### src/adc7seg_pkg.sv
// Shared constants, widths and the seven-segment digit table for the converter display core.
// Has no dependencies. The core takes it in through a wildcard import.
`default_nettype none

package adc7seg_pkg;

    // Sample path
    localparam int SAMPLE_BITS = 12;
    localparam int AVG_LOG2    = 3;
    localparam int SUM_W       = SAMPLE_BITS + AVG_LOG2;
    localparam int CNT_W       = AVG_LOG2;
    localparam int IN_TDATA_W  = ((SAMPLE_BITS + 7) / 8) * 8;

    // Millivolt scaling: v = avg * 806 / 1000 = ((avg * 806) >> 3) / 125
    localparam int              MV_NUM_W     = 10;
    localparam logic [MV_NUM_W-1:0] MV_NUM   = 10'd806;
    localparam int              PROD_W       = SAMPLE_BITS + MV_NUM_W;
    localparam int              MV_PRE_SHIFT = 3;
    localparam int              RECIP_W      = 20;
    // ceil(2^26 / 125); exact floor quotient for every dividend below 2^22
    localparam logic [RECIP_W-1:0] RECIP_125 = 20'd536871;
    localparam int              RECIP_SHIFT  = 26;
    localparam int              MVX_W        = PROD_W - MV_PRE_SHIFT;
    localparam int              MVF_W        = MVX_W + RECIP_W;

    // Decimal split of a clamped value (0..9999)
    localparam int              DV_W       = 14;
    localparam logic [DV_W-1:0] DV_MAX     = 14'd9999;
    localparam int              Q1000_W    = 4;
    localparam int              Q100_W     = 7;
    localparam int              Q10_W      = 10;
    // ceil(2^k / d) magics, exact for every value up to 9999
    localparam logic [14:0]     RECIP_1000 = 15'd16778;
    localparam int              SH_1000    = 24;
    localparam logic [13:0]     RECIP_100  = 14'd10486;
    localparam int              SH_100     = 20;
    localparam logic [12:0]     RECIP_10   = 13'd6554;
    localparam int              SH_10      = 16;

    // Output
    localparam int SEG_W       = 8;
    localparam int SHOWN_W     = 12;
    localparam int OUT_FIELD_W = 4 * SEG_W + SHOWN_W;
    localparam int OUT_TDATA_W = ((OUT_FIELD_W + 7) / 8) * 8;

    localparam logic [SEG_W-1:0] SEG_A  = 8'h80;
    localparam logic [SEG_W-1:0] SEG_B  = 8'h40;
    localparam logic [SEG_W-1:0] SEG_C  = 8'h20;
    localparam logic [SEG_W-1:0] SEG_DP = 8'h10;
    localparam logic [SEG_W-1:0] SEG_F  = 8'h08;
    localparam logic [SEG_W-1:0] SEG_G  = 8'h04;
    localparam logic [SEG_W-1:0] SEG_E  = 8'h02;
    localparam logic [SEG_W-1:0] SEG_D  = 8'h01;

    localparam logic MODE_COUNT    = 1'b0;
    localparam logic MODE_MILLIVOLT = 1'b1;

    function automatic logic [SEG_W-1:0] seg_code(input logic [3:0] digit);
        logic [SEG_W-1:0] code;
        case (digit)
            4'd0:    code = SEG_A | SEG_B | SEG_C | SEG_D | SEG_E | SEG_F;
            4'd1:    code = SEG_B | SEG_C;
            4'd2:    code = SEG_A | SEG_B | SEG_D | SEG_E | SEG_G;
            4'd3:    code = SEG_A | SEG_B | SEG_C | SEG_D | SEG_G;
            4'd4:    code = SEG_B | SEG_C | SEG_F | SEG_G;
            4'd5:    code = SEG_A | SEG_C | SEG_D | SEG_F | SEG_G;
            4'd6:    code = SEG_A | SEG_C | SEG_D | SEG_E | SEG_F | SEG_G;
            4'd7:    code = SEG_A | SEG_B | SEG_C;
            4'd8:    code = SEG_A | SEG_B | SEG_C | SEG_D | SEG_E | SEG_F | SEG_G;
            4'd9:    code = SEG_A | SEG_B | SEG_C | SEG_D | SEG_F | SEG_G;
            default: code = '0;
        endcase
        return code;
    endfunction

endpackage

`default_nettype wire

### src/adc_average_seven_segment_core.sv
// Block averager and seven-segment display encoder for 12-bit converter samples.
// Depends on adc7seg_pkg (widths, scaling constants, digit table).
`default_nettype none

// Every accepted sample is added into a block sum; each eighth sample updates the
// held average (sum >> 3). Each sample yields one transfer with four segment codes
// and the shown value, which is the held average (count mode) or
// average*806/1000 truncated, with the hundreds dp lit (millivolt mode, reset default).
// Throughput is one sample per cycle unless every stage is full while m_tready is low.
// m_tvalid rises once a sample has passed the five register stages: state update, the
// 806 product, the reciprocal divide by 1000, the decimal quotients, and the segment
// output register. Each stage advances independently, so inputs keep flowing into
// empty stages while a result waits on m_tready. display_mode is written through
// cfg_wr_en/cfg_wr_data.
module adc_average_seven_segment_core (
    input  wire logic                                  aclk,
    input  wire logic                                  aresetn,
    input  wire logic                                  cfg_wr_en,
    input  wire logic                                  cfg_wr_data,   // display_mode
    input  wire logic                                  s_tvalid,
    output logic                                       s_tready,
    input  wire logic [adc7seg_pkg::IN_TDATA_W-1:0]    s_tdata,       // [11:0] sample
    output logic                                       m_tvalid,
    input  wire logic                                  m_tready,
    // [7:0] seg_thousands, [15:8] seg_hundreds, [23:16] seg_tens,
    // [31:24] seg_ones, [43:32] shown_value, rest zero
    output logic [adc7seg_pkg::OUT_TDATA_W-1:0]        m_tdata
);
    import adc7seg_pkg::*;

    logic                   mode_reg;
    logic [SUM_W-1:0]       block_sum_reg, block_sum_next;
    logic [CNT_W-1:0]       block_count_reg, block_count_next;
    logic [SAMPLE_BITS-1:0] held_avg_reg, held_avg_next;

    // stage 1: updated average
    logic                   v1_reg;
    logic                   mode1_reg;
    logic [SAMPLE_BITS-1:0] avg1_reg;
    // stage 2: scaled product
    logic                   v2_reg;
    logic                   mode2_reg;
    logic [SAMPLE_BITS-1:0] avg2_reg;
    logic [PROD_W-1:0]      prod2_reg;
    // stage 3: shown value
    logic                   v3_reg;
    logic                   mode3_reg;
    logic [SAMPLE_BITS-1:0] val3_reg, val3_next;
    // stage 4: decimal quotients
    logic                   v4_reg;
    logic                   mode4_reg;
    logic [SAMPLE_BITS-1:0] val4_reg;
    logic [DV_W-1:0]        dv4_reg;
    logic [Q1000_W-1:0]     q1000_reg, q1000_next;
    logic [Q100_W-1:0]      q100_reg, q100_next;
    logic [Q10_W-1:0]       q10_reg, q10_next;
    // output register
    logic                   out_v_reg;
    logic [SEG_W-1:0]       seg_th_reg, seg_hd_reg, seg_tn_reg, seg_on_reg;
    logic [SEG_W-1:0]       seg_th_next, seg_hd_next, seg_tn_next, seg_on_next;
    logic [SHOWN_W-1:0]     shown_reg;

    logic free_out, free4, free3, free2, free1;
    logic s_fire;

    logic [SAMPLE_BITS-1:0] sample;
    logic [SUM_W-1:0]       sum_add;

    logic [MVX_W-1:0]       mv_x;
    logic [MVF_W-1:0]       mv_full;

    logic [DV_W-1:0]        dv;
    logic [28:0]            p1000;
    logic [27:0]            p100;
    logic [26:0]            p10;

    logic [Q100_W-1:0]      hd_diff;
    logic [Q10_W-1:0]       tn_diff;
    logic [DV_W-1:0]        on_diff;

    // Per-stage flow control: a stage loads when empty or when its content moves on
    assign free_out = !out_v_reg || m_tready;
    assign free4    = !v4_reg || free_out;
    assign free3    = !v3_reg || free4;
    assign free2    = !v2_reg || free3;
    assign free1    = !v1_reg || free2;
    assign s_tready = free1;
    assign s_fire   = s_tvalid && s_tready;

    // Block accumulation
    always_comb begin
        sample           = s_tdata[SAMPLE_BITS-1:0];
        sum_add          = block_sum_reg + SUM_W'(sample);
        block_sum_next   = sum_add;
        block_count_next = block_count_reg + CNT_W'(1);
        held_avg_next    = held_avg_reg;
        if (block_count_reg == {CNT_W{1'b1}}) begin
            held_avg_next    = sum_add[SUM_W-1 -: SAMPLE_BITS];
            block_sum_next   = '0;
            block_count_next = '0;
        end
    end

    always_ff @(posedge aclk) begin
        if (!aresetn) begin
            mode_reg        <= MODE_MILLIVOLT;
            block_sum_reg   <= '0;
            block_count_reg <= '0;
            held_avg_reg    <= '0;
        end else begin
            if (cfg_wr_en) begin
                mode_reg <= cfg_wr_data;
            end
            if (s_fire) begin
                block_sum_reg   <= block_sum_next;
                block_count_reg <= block_count_next;
                held_avg_reg    <= held_avg_next;
            end
        end
    end

    // Stage 3 math: exact divide by 1000 as >>3 then reciprocal of 125
    always_comb begin
        mv_x    = prod2_reg[PROD_W-1:MV_PRE_SHIFT];
        mv_full = MVF_W'(mv_x) * MVF_W'(RECIP_125);
        if (mode2_reg == MODE_MILLIVOLT) begin
            val3_next = mv_full[RECIP_SHIFT +: SAMPLE_BITS];
        end else begin
            val3_next = avg2_reg;
        end
    end

    // Stage 4 math: clamp and parallel constant divides
    always_comb begin
        if (DV_W'(val3_reg) > DV_MAX) begin
            dv = DV_MAX;
        end else begin
            dv = DV_W'(val3_reg);
        end
        p1000      = 29'(dv) * 29'(RECIP_1000);
        p100       = 28'(dv) * 28'(RECIP_100);
        p10        = 27'(dv) * 27'(RECIP_10);
        q1000_next = p1000[SH_1000 +: Q1000_W];
        q100_next  = p100[SH_100 +: Q100_W];
        q10_next   = p10[SH_10 +: Q10_W];
    end

    // Output stage: digits by subtraction, then segment lookup
    always_comb begin
        hd_diff     = q100_reg - Q100_W'(q1000_reg) * Q100_W'(10);
        tn_diff     = q10_reg - Q10_W'(q100_reg) * Q10_W'(10);
        on_diff     = dv4_reg - DV_W'(q10_reg) * DV_W'(10);
        seg_th_next = seg_code(q1000_reg);
        seg_hd_next = seg_code(hd_diff[3:0]);
        if (mode4_reg == MODE_MILLIVOLT) begin
            seg_hd_next = seg_hd_next | SEG_DP;
        end
        seg_tn_next = seg_code(tn_diff[3:0]);
        seg_on_next = seg_code(on_diff[3:0]);
    end

    // Valid bits
    always_ff @(posedge aclk) begin
        if (!aresetn) begin
            v1_reg    <= 1'b0;
            v2_reg    <= 1'b0;
            v3_reg    <= 1'b0;
            v4_reg    <= 1'b0;
            out_v_reg <= 1'b0;
        end else begin
            if (free1) begin
                v1_reg <= s_fire;
            end
            if (free2) begin
                v2_reg <= v1_reg;
            end
            if (free3) begin
                v3_reg <= v2_reg;
            end
            if (free4) begin
                v4_reg <= v3_reg;
            end
            if (free_out) begin
                out_v_reg <= v4_reg;
            end
        end
    end

    // Payload
    always_ff @(posedge aclk) begin
        if (s_fire) begin
            avg1_reg  <= held_avg_next;
            mode1_reg <= mode_reg;
        end
        if (free2 && v1_reg) begin
            avg2_reg  <= avg1_reg;
            mode2_reg <= mode1_reg;
            prod2_reg <= PROD_W'(avg1_reg) * PROD_W'(MV_NUM);
        end
        if (free3 && v2_reg) begin
            val3_reg  <= val3_next;
            mode3_reg <= mode2_reg;
        end
        if (free4 && v3_reg) begin
            val4_reg  <= val3_reg;
            mode4_reg <= mode3_reg;
            dv4_reg   <= dv;
            q1000_reg <= q1000_next;
            q100_reg  <= q100_next;
            q10_reg   <= q10_next;
        end
        if (free_out && v4_reg) begin
            seg_th_reg <= seg_th_next;
            seg_hd_reg <= seg_hd_next;
            seg_tn_reg <= seg_tn_next;
            seg_on_reg <= seg_on_next;
            shown_reg  <= SHOWN_W'(val4_reg);
        end
    end

    assign m_tvalid = out_v_reg;
    assign m_tdata  = {(OUT_TDATA_W - OUT_FIELD_W)'(0), shown_reg,
                       seg_on_reg, seg_tn_reg, seg_hd_reg, seg_th_reg};

`ifndef ASSERT_OFF
    // Closing a block clears the accumulator and the count
    a_block_close: assert property (@(posedge aclk) disable iff (!aresetn)
        s_fire && block_count_reg == {CNT_W{1'b1}}
        |=> block_sum_reg == '0 && block_count_reg == '0)
        else $error("block sum/count not cleared at block end");

    // The average only moves when a block closes
    a_avg_hold: assert property (@(posedge aclk) disable iff (!aresetn)
        !(s_fire && block_count_reg == {CNT_W{1'b1}}) |=> $stable(held_avg_reg))
        else $error("held average changed inside a block");

    // Input is refused only when every stage is full and the output is stalled
    a_full_stall: assert property (@(posedge aclk) disable iff (!aresetn)
        !s_tready |-> v1_reg && v2_reg && v3_reg && v4_reg && out_v_reg && !m_tready)
        else $error("input stalled with a free stage");

    // The thousands digit never carries a decimal point
    a_no_dp_thousands: assert property (@(posedge aclk) disable iff (!aresetn)
        m_tvalid |-> (m_tdata[SEG_W-1:0] & SEG_DP) == '0)
        else $error("dp set on thousands digit");
`endif

endmodule

`default_nettype wire

### config.mk
export PLATFORM = sky130hd
export DESIGN_NAME = adc_average_seven_segment_core
export DESIGN_NICKNAME = d
export VERILOG_FILES = /design/src/adc7seg_pkg.sv /design/src/adc_average_seven_segment_core.sv
export SDC_FILE = /design/constraint.sdc
export NUM_CORES = 1
export LEC_CHECK = 0
export BUFFER_PORTS_ARGS = -buffer_cell sky130_fd_sc_hd__buf_2
export CORE_ASPECT_RATIO = 2
export CORE_MARGIN = 10
export CORE_UTILIZATION = 45
export CTS_BUF_LIST = sky130_fd_sc_hd__clkbuf_4
export CTS_CLUSTER_SIZE = 10
export DETAILED_ROUTE_END_ITERATION = 8
export PLACE_DENSITY = 0.59
export SLEW_MARGIN = 0
export SYNTH_ARGS = -nofsm -noshare
export SYNTH_HDL_FRONTEND = slang
export SYNTH_SLANG_ARGS = --single-unit
export TNS_END_PERCENT = 1
### constraint.sdc
create_clock -name aclk -period 7.5 [get_ports aclk]
set_input_delay 0.375 -clock aclk [delete_from_list [all_inputs] [get_ports aclk]]
set_output_delay 0.375 -clock aclk [all_outputs]
set_load 0.02 [all_outputs]
Word-level counts from Yosys, hierarchy flattened
Memory sizes are Yosys's and may differ from the RTL's. A register that Yosys moved wholly into a read port is not among the register bits.
Index checks and enable logic that the tools add are counted.
Cells by class
  $add $sub $neg: 5
  multipliers: 8
  order comparisons: 1
  equality and inequality tests: 1
  multiplexer cells: 5
  reductions and logical operators: 15
Operator list (number)
  19-bit by 20-bit multiplier with 38-bit output (second input constant): 1
  14-bit by 14-bit multiplier with 27-bit output (second input constant): 1
  14-bit by 13-bit multiplier with 26-bit output (second input constant): 1
  14-bit by 12-bit multiplier with 25-bit output (second input constant): 1
  12-bit two-way mux: 2
  12-bit by 9-bit multiplier with 21-bit output (second input constant): 1
  15-bit by 12-bit adder with 15-bit output: 1
  15-bit two-way mux: 1
  12-bit by 14-bit greater-than comparator with 1-bit output (second input constant): 1
  14-bit two-way mux: 1
  4-bit subtractor: 3
  10-bit by 3-bit multiplier with 3-bit output (second input constant): 1
  7-bit by 3-bit multiplier with 3-bit output (second input constant): 1
  1-bit logical AND: 5
  1-bit logical NOT: 5
  1-bit logical OR: 5
  4-bit by 3-bit multiplier with 3-bit output (second input constant): 1
  3-bit by 1-bit adder with 3-bit output (second input constant): 1
  3-bit == test (second input constant): 1
  3-bit two-way mux: 1
Storage, ports and cells
  flip-flop bits (word level): 171
  bits in read-only memories: 448
  bits of input ports: 22
  output and inout bits: 50
  memories: 4
Memories
  (no name shown): depth 16, width 7, read ports 1, clocked after memory_dff 1, write ports 0, line adc7seg_pkg.sv:60  | case (digit)
  (no name shown): depth 16, width 7, read ports 1, clocked after memory_dff 1, write ports 0, line adc7seg_pkg.sv:60
  (no name shown): depth 16, width 7, read ports 1, clocked after memory_dff 1, write ports 0, line adc7seg_pkg.sv:60
  (no name shown): depth 16, width 7, read ports 1, clocked after memory_dff 1, write ports 0, line adc7seg_pkg.sv:60

Longest topological paths before layout
Gate-level depths: netlist of run 1.
  depth after elaboration: 7
  gate-level depth with buffers: 22
  depth with buffers taken out: 22

Worst setup path after synthesis of run 1
No wires, ideal clock.
  kind: flip-flop to flip-flop
  start point: register prod2_reg[19]
  end point: register val3_reg[6], data pin
  library setup time: 260 ps
  arrival time: 5383 ps
  path slack: 1858 ps
  cell stages (with the launch flop): 19
  path buffers: 0
  clock period less this slack: 5642 ps
  path through: edfxtp_1 > fa_1 > inv_1 > fa_1 > inv_1 > fa_1 > fa_1 > fa_1 > inv_1 > fa_1 > inv_1 > ha_1 > a2111oi_2 > nand2_1 > o2111ai_2 > nand2_1 > a31o_1 > xor2_1 > mux2_2
Between the ends
  longest elaborated chain between the ends: 2
RTL lines
  start, declared: line adc_average_seven_segment_core.sv:44  | logic [PROD_W-1:0] prod2_reg;
  start signal, assigned: line adc_average_seven_segment_core.sv:198  | prod2_reg <= PROD_W'(avg1_reg) * PROD_W'(MV_NUM);
  19-bit by 20-bit multiplier with 38-bit output: line adc_average_seven_segment_core.sv:125  | mv_full = MVF_W'(mv_x) * MVF_W'(RECIP_125);
  12-bit two-way mux: line adc_average_seven_segment_core.sv:126  | if (mode2_reg == MODE_MILLIVOLT) begin
  named net val3_next[6]: line adc_average_seven_segment_core.sv:48  | logic [SAMPLE_BITS-1:0] val3_reg, val3_next;
  end signal, assigned: line adc_average_seven_segment_core.sv:201  | val3_reg <= val3_next;
  end, declared: line adc_average_seven_segment_core.sv:48
The timed path passes the listed nets, and every way through them passes these cells.
A chain may end at the register's enable or synchronous reset.

Final worst setup path of run 1
  start point: register prod2_reg[21]
  end point: register val3_reg[6], data pin
The elaborated chain is that of the path after synthesis.

==> impl_metrics.json, run 1 <==
{
  "core-area_um2": 43200,
  "final_period_utilization_pct": 83.1,
  "io_buffers": 60,
  "report.final.setup_viol": 0,
  "drv_slew": 0,
  "clock_tree.htree_level_count": 4,
  "maxClockFrequency_mhz": 160,
  "r2r-end": "val3_reg[6]",
  "postRouteAntennaNets": 0,
  "critical_path.max_stage_delay_ns": 0.60,
  "unrepaired_setup_endpoints_after_global_routing": "false",
  "dp.final_hpwl_mm": 36.9,
  "die_height_um": 315,
  "floorplan.initialDensity_pct": 45.2,
  "die-width_um": 167,
  "grt_pass1_vias": 14200,
  "synthesis.yosys.warnings": 0,
  "drv_cap": 0,
  "critical_path.cell_chain": "fa_1 > inv_1 > fa_1 > inv_1 > fa_1 > fa_1 > fa_1 > inv_1 > fa_1 > inv_1 > ha_1 > a2111oi_2 > nand2_1 > o2111ai_2 > nand2_1 > a31o_1 > xor2_1 > mux2_2",
  "worst-slew-pin-transition_ns": 1.03,
  "largest_register_ff_count": 19,
  "fillCellCount": 4060,
  "grt_pass1_wl_mm": 69.4,
  "cts_buffer_depth": 2,
  "worst_clock_skew_ns": 0.0241,
  "r2r-start": "prod2_reg[21]",
  "clk_root_buffer_cell": "clkbuf_4",
  "netlist_area_um2": 19600,
  "gp_congestion": 0.875,
  "path_depth": 18,
  "synth_edf_count": 123,
  "initialDrtViolationCount": 437,
  "worstPathBufferInverterCount": 4,
  "syn_area_per_cell_um2": 10.4,
  "critical_path.slowest_cell": "edfxtp_1",
  "finalSetupTns_ns": 0,
  "area.growth.synth_to_final_pct": 6.40,
  "via_count": 12900,
  "netlist-cell-type-count": 65,
  "grt_overflow_total": 0,
  "cts-hold-fix-buffers": 5,
  "grt_start_max_net_pins": 42,
  "hp-class": "primary input to register",
  "synth-seq-cells": 159,
  "antenna_found_initial": 1,
  "routed_wire_length_per_instance_um": 17.0,
  "critPathLaunchType": "register",
  "setup.worst_path.end_class": "register",
  "cts_tree": "yes",
  "ys_async_sr_fraction_pct": 0,
  "critPathArrivalTime_ns": 6.65,
  "wirelength_mm": 42.8,
  "run_status": "finished, final reports clean",
  "critical_path.max_fanout": 8,
  "post_route_cells_drive_above_1_share_pct": 6.69,
  "critical-path-top-delay-family": "adder cells",
  "clkLatencyLatePin_ns": 0.63,
  "maxSlewHeadroom_pct": 31.1,
  "tritoncts_sink_count": 159,
  "yosysSeqAreaShare_pct": 22.6,
  "post_drt_via_cell_ratio": 5.13,
  "netlist_instances": 1876,
  "grt_use_total_pct": 16.6,
  "postCtsResizedCells": 0,
  "rrSetupSlack_ns": 1.27,
  "cts_setup_buffers": 0,
  "pin_count": 72,
  "setup.worst_path.class": "register to register",
  "dominantRegCellSynth": "edfxtp_1",
  "drt_pass_1_iters": 4,
  "cts-buffers-inserted": 17,
  "die_area_um2": 52700,
  "critPathRequiredTime_ns": 7.92,
  "final_period_minus_worst_setup_slack_ns": 6.23,
  "crit_top_cell": "fa_1",
  "num-nets-final": 2628,
  "clk_pin_slew_ns": 0.17,
  "critPathCapture": "val3_reg[6]",
  "route.detailed.drc": 0,
  "fp-row-count": 108,
  "finalHoldViolations": 0,
  "worstRegToRegCells": 18,
  "setup.worst_path.start": "prod2_reg[21]"
}
[worst min-delay path, cell delays in order]
cell     delay, ns
buf_2         0.08
nor2b_1       0.10
nor2_1        0.11
nor2_1        0.04
[metal layers]
metal  routed length [um]  global-route usage [%]  vias to the layer above
met3                 1100                    2.36                       89
met2                26200                    35.3                      198
met4                 2090                    8.42                        0
met1                13400                    14.0                     6346
met5                    0                       0                        -
li1                     -                       -                     6236
[worst min path at each step]
stage | start | end | slack, ns | depth (start not counted)
floorplan | mode1_reg | mode2_reg | 0.40 | 0
global placement | val4_reg[8] | shown_reg[8] | 0.40 | 0
detailed placement | val4_reg[8] | shown_reg[8] | 0.40 | 0
CTS | m_tready | m_tvalid | 0.03 | 4
global route | m_tready | m_tvalid | 0.10 | 4
finish | m_tready | m_tvalid | 0.10 | 4
[cells in the mapped netlist (all sizes together) (8+ instances only)]
cell	n	area, um^2
nor2b	15	93.8
nor2	58	218
xnor2	44	385
nand3	17	85.1
nor3	14	70.1
clkbuf	19	71.3
buf	9	60.1
mux2	15	169
o21ai	41	209
inv	491	1840
fa	210	4200
ha	452	5660
edfxtp	123	3690
o22ai	9	56.3
or3	8	50.1
a21oi	76	384
o21a	17	128
xor2	16	140
and3	9	56.3
nand2b	11	68.8
dfxtp	36	721
a21o	15	113
a21boi	10	75.1
nand2	67	251
a31oi	10	68.8
[cell families (layout without fill, tap and decap cells)]
family                     after synthesis  after routing  synth area share [%]
muxes                                   17             17                 0.966
and+or+nand+nor                        231            231                  5.80
xor gates and xnor gates                60             60                  2.69
DFF                                    159            159                  22.6
other                                    1              9                0.0192
buffers and inverters                  519            594                  10.1
adders and majority gates              662            662                  50.4
AOI/OAI and AO/OA                      227            227                  7.43
[area by class of cell]
type | instances | area, um^2 | area share [%]
Multi-Input combinational cell | 1204 | 13200 | 63.5
Sequential cell | 159 | 4410 | 21.2
Inverter | 491 | 1840 | 8.86
Tap cell | 550 | 688 | 3.31
Timing Repair Buffer | 71 | 395 | 1.90
Clock buffer | 17 | 128 | 0.613
Clock inverter | 15 | 121 | 0.583
Antenna cell | 2 | 5.00 | 0.0241
[per-stage QoR]
step | area (um^2) | util (%) | std cells | worst slack [ns] | hold WS [ns]
floorplan | 19600 | - | 1882 | 1.86 | 0.400
global placement | 20500 | 47.4 | 2470 | 1.25 | 0.403
detailed placement | 20500 | 47.4 | 2470 | 1.24 | 0.405
CTS | 20800 | 48.1 | 2507 | 1.23 | 0.0348
global route | 20800 | 48.1 | 2508 | 1.05 | 0.101
finish | 20800 | 48.1 | 2509 | 1.27 | 0.100
[layout by cell type, fill, tap and decap left out, drive strengths merged, types with 16 or more instances in the layout]
| cell type | count |
|---|---|
| inv | 502 |
| ha | 452 |
| fa | 210 |
| edfxtp | 123 |
| a21oi | 76 |
| nand2 | 67 |
| buf | 66 |
| nor2 | 58 |
| xnor2 | 44 |
| o21ai | 41 |
| dfxtp | 36 |
| nand3 | 17 |
| o21a | 17 |
| clkbuf | 17 |
| xor2 | 16 |
Power of run 1 is not shown: default switching activity piles up to over one toggle a cycle in this logic, so the estimate is an artifact.
==> inputs of run 2 (changes only) <==
==> constraint.sdc (replaced) <==
create_clock -name aclk -period 5.8 [get_ports aclk]
set_input_delay 0.29 -clock aclk [delete_from_list [all_inputs] [get_ports aclk]]
set_output_delay 0.29 -clock aclk [all_outputs]
set_load 0.02 [all_outputs]
==> impl_metrics.json, run 2 (synthesis results as in run 1) <==
{
  "die_area_um2": 52700,
  "grt_overflow_total": 0,
  "setup.worst_path.end_class": "register",
  "largest_register_ff_count": 19,
  "initialDrtViolationCount": 448,
  "core-area_um2": 43200,
  "grt.met2_usage_pct": 37.1,
  "critical_path.max_fanout": 4,
  "maxClockFrequency_mhz": 176,
  "worst-slew-pin-transition_ns": 1.06,
  "antenna_found_initial": 1,
  "dp.cells": 2507,
  "die_height_um": 315,
  "post_drt_via_cell_ratio": 5.11,
  "cts-buffers-inserted": 17,
  "worstPathBufferInverterCount": 5,
  "fp-row-count": 108,
  "critPathLaunchType": "register",
  "fillCellCount": 4060,
  "clk_pin_slew_ns": 0.16,
  "postRouteAntennaNets": 0,
  "dp.final_hpwl_mm": 39.5,
  "unrepaired_setup_endpoints_after_global_routing": "true",
  "hp-class": "primary input to register",
  "run_status": "finished, final reports clean",
  "wirelength_mm": 45.5,
  "drv_cap": 0,
  "grt_use_total_pct": 17.6,
  "critical-path-top-delay-family": "adder cells",
  "finalHoldViolations": 0,
  "finalWorstSetupSlack_ns": 0.124,
  "crit_top_cell": "fa_1",
  "clock_tree.htree_level_count": 4,
  "grt_start_max_net_pins": 42,
  "post_route_cells_drive_above_1_share_pct": 10.1,
  "final_period_minus_worst_setup_slack_ns": 5.68,
  "route.detailed.drc": 0,
  "gp_congestion": 0.928,
  "final_period_utilization_pct": 97.9,
  "grt_pass1_wl_mm": 72.6,
  "finalNonFillerCells": 2555,
  "setup.worst_path.class": "register to register",
  "rrSetupSlack_ns": 0.12,
  "clk_root_buffer_cell": "clkbuf_4",
  "tritoncts_sink_count": 159,
  "report.final.setup_viol": 0,
  "worst_clock_skew_ns": 0.0374,
  "drv_slew": 0,
  "critPathRequiredTime_ns": 6.20,
  "critPathArrivalTime_ns": 6.08,
  "dp_worst_setup_slack_ns": -0.231,
  "critical_path.max_stage_delay_ns": 0.55,
  "layout.cells.most_common": "inv_1",
  "die-width_um": 167,
  "grt_most_used_layer": "met2",
  "cts_buffer_depth": 2,
  "final_cell_mix": "inv_1 (486), ha_1 (446), fa_1 (207), edfxtp_1 (123), a21oi_1 (71)",
  "routed_wire_length_per_instance_um": 17.8,
  "via_count": 13100,
  "area.growth.synth_to_final_pct": 9.34,
  "grt.met1_usage_pct": 14.3,
  "critical_path.slowest_cell": "fa_1",
  "io_buffers": 60,
  "groute.layer.met3.usage_pct": 2.08,
  "drt_pass_1_iters": 6,
  "clkLatencyLatePin_ns": 0.67,
  "cts_tree": "yes",
  "floorplan.initialDensity_pct": 45.2,
  "maxSlewHeadroom_pct": 29.0,
  "grt_pass1_vias": 14700,
  "pin_count": 72,
  "num-nets-final": 2674,
  "critical_path.cell_chain": "buf_4 > ha_2 > ha_1 > inv_1 > fa_1 > inv_2 > fa_1 > inv_1 > fa_1 > fa_1 > inv_1 > ha_4 > a21o_1 > a2111oi_4 > nand2_2 > o2111ai_4 > nand2_2 > a31o_1 > xor2_1 > mux2_4",
  "finalHoldWorstSlack_ns": 0.174
}
==> run 2: what timing repair did <==
item | 4_1_cts | 5_1_grt
endpoints found under the setup margin | 10 | 11
hold buffers | 7 | 0
gates resized for setup | 14 | 25
pin swaps | 11 | 20
buffers inserted | 4 | 3
endpoints found under the hold margin | 11 | 0
==> run 2: cell type report <==
type | instances | area [um^2] | share of cell area (%)
multi-input cells | 1204 | 13400 | 62.6
flip-flops and latches | 159 | 4410 | 20.6
inverters | 491 | 1840 | 8.62
repair buffers | 117 | 773 | 3.62
well taps | 550 | 688 | 3.22
clock buffers | 20 | 150 | 0.702
clock inverters | 12 | 123 | 0.574
diodes | 2 | 5.00 | 0.0234
==> run 2: path summary, 6_finish.rpt <==
check / start / end / cells past startpoint
max: prod2_reg[17] / val3_reg[6] / 20
min: s_tdata[11] / block_sum_reg[13] / 5
max reg2reg: prod2_reg[17] / val3_reg[6] / 20
min reg2reg: val4_reg[10] / shown_reg[10] / 0
==> run 2: metal layers <==
layer  wire length, um  vias up
met1             14000     6396
met2             27300      212
met3              1010      124
li1                  -     6331
met5                 0        -
met4              3130        0
==> run 2: per-stage QoR <==
step	setup TNS, ns	utilization [%]	area, um^2
2_1_floorplan	0	-	19600
3_3_place_gp	-0.453	48.1	20800
3_5_place_dp	-1.23	48.1	20800
4_1_cts	0	49.1	21200
5_1_grt	-0.0681	49.4	21400
6_report	0	49.4	21400
==> run 2: worst min-delay path: stages <==
cell	delay, ns
buf_2	0.08
ha_1	0.19
a21oi_1	0.10
nand4b_1	0.09
a21oi_1	0.06
Power of run 2 is left out for the same reason.
==> inputs of run 3 (changes only) <==
--- a/config.mk
+++ b/config.mk
@@ -8,11 +8,12 @@
 export BUFFER_PORTS_ARGS = -buffer_cell sky130_fd_sc_hd__buf_2
 export CORE_ASPECT_RATIO = 2
 export CORE_MARGIN = 10
-export CORE_UTILIZATION = 45
+export CORE_UTILIZATION = 50
 export CTS_BUF_LIST = sky130_fd_sc_hd__clkbuf_4
 export CTS_CLUSTER_SIZE = 10
 export DETAILED_ROUTE_END_ITERATION = 8
-export PLACE_DENSITY = 0.59
+export GPL_TIMING_DRIVEN = 0
+export PLACE_DENSITY = 0.65
 export SLEW_MARGIN = 0
 export SYNTH_ARGS = -nofsm -noshare
 export SYNTH_HDL_FRONTEND = slang
==> impl_metrics.json, run 3 (synthesis results as in run 1) <==
{
  "run_status": "finished, final reports clean",
  "drt_pass_1_iters": 6,
  "cts_buffer_depth": 2,
  "maxSlewHeadroom_pct": 25.5,
  "wirelength_mm": 42.7,
  "drv_cap": 0,
  "setup.worst_path.end_class": "register",
  "die-width_um": 160,
  "antenna_found_initial": 1,
  "setup.worst_path.class": "register to register",
  "tritoncts_sink_count": 159,
  "unrepaired_setup_endpoints_after_global_routing": "true",
  "final_period_utilization_pct": 99.4,
  "report.final.setup_viol": 0,
  "core-area_um2": 38700,
  "floorplan.initialDensity_pct": 50.6,
  "largest_register_ff_count": 19,
  "fillCellCount": 3447,
  "route.detailed.drc": 0,
  "die_area_um2": 47900,
  "pin_count": 72,
  "postRouteAntennaNets": 0,
  "clk_root_buffer_cell": "clkbuf_4",
  "finalWorstSetupSlack_ns": 0.0332,
  "rrSetupSlack_ns": 0.03,
  "io_buffers": 59,
  "area.growth.synth_to_final_pct": 8.70,
  "gp_congestion": 0.911,
  "via_count": 13100,
  "drv_slew": 0,
  "routed_wire_length_per_instance_um": 16.9,
  "clkLatencyLatePin_ns": 0.65,
  "grt_pass1_wl_mm": 70.7,
  "worst_clock_skew_ns": 0.0423,
  "hp-class": "primary input to register",
  "finalHoldWorstSlack_ns": 0.181,
  "final_cell_mix": "inv_1 (490), ha_1 (449), fa_1 (208), edfxtp_1 (123), a21oi_1 (74)",
  "critPathRequiredTime_ns": 6.20,
  "initialDrtViolationCount": 457,
  "grt_pass1_vias": 14700,
  "fp-row-count": 102,
  "layout.cells.most_common": "inv_1",
  "critical_path.max_fanout": 4,
  "cts-buffers-inserted": 17,
  "grt_start_max_net_pins": 36,
  "dp.final_hpwl_mm": 36.3,
  "num-nets-final": 2673,
  "grt_overflow_total": 0,
  "cts_tree": "yes",
  "critPathArrivalTime_ns": 6.17,
  "clk_pin_slew_ns": 0.20,
  "finalHoldViolations": 0,
  "post_route_cells_drive_above_1_share_pct": 8.29,
  "final_period_minus_worst_setup_slack_ns": 5.77,
  "worst-slew-pin-transition_ns": 1.12,
  "critPathLaunchType": "register",
  "post_drt_via_cell_ratio": 5.19,
  "dp_worst_setup_slack_ns": -0.533,
  "maxClockFrequency_mhz": 173,
  "clock_tree.htree_level_count": 4,
  "die_height_um": 300,
  "grt_use_total_pct": 18.5
}
[run 3: cell type report]
cell class	count	area, um^2	area share [%]
multi-input cells	1204	13300	62.7
flip-flops and latches	159	4410	20.8
plain buffers	28	131	0.618
inverters	491	1840	8.67
diodes	1	2.50	0.0118
clock buffers	17	128	0.600
well taps	520	651	3.06
repair buffers	88	563	2.65
clock inverters	15	204	0.960
[run 3: worst paths after layout]
kind         cells past startpoint     startpoint               end
max                             19  prod2_reg[19]       val3_reg[6]
min                              5     s_tdata[3]  block_sum_reg[3]
max reg2reg                     19  prod2_reg[19]       val3_reg[6]
min reg2reg                      0      mode4_reg     seg_hd_reg[4]
[run 3: worst max-delay path: stages, from the launching register on]
cell       delay, ns
edfxtp_1        0.58
ha_4            0.31
ha_1            0.27
inv_1           0.05
fa_1            0.52
inv_1           0.07
fa_1            0.55
inv_1           0.06
fa_1            0.52
fa_1            0.55
inv_1           0.05
ha_1            0.31
a21o_1          0.22
a2111oi_4       0.30
nand2_2         0.18
o2111ai_4       0.26
nand2_2         0.10
a31o_1          0.22
xor2_2          0.17
mux2_4          0.26
[run 3: per-layer routing]
metal  track usage [%]  share of wire (%)
met3              2.61                2.5
met2              38.4                 59
met1              16.1                 33
met5                 0                  0
met4              10.6                5.5
[run 3: stage by stage]
stage	TNS, ns	cell area (um^2)	instances	util [%]
2_1_floorplan	0	19600	1882	-
3_3_place_gp	-4.43	20500	2461	53.1
3_5_place_dp	-4.41	20600	2463	53.2
4_1_cts	-0.0648	21200	2516	54.8
5_1_grt	-1.39	21300	2523	55.0
6_report	0	21300	2523	55.0
[run 3: what timing repair did]
item / 4_1_cts / 5_1_grt
pin swaps: 13 / 3
resized for setup: 17 / 3
endpoints found under the hold margin: 5 / 0
setup buffers: 14 / 6
cloned: 0 / 0
hold buffers: 7 / 0
setup endpoints to repair: 12 / 11
Power of run 3 is left out for the same reason.
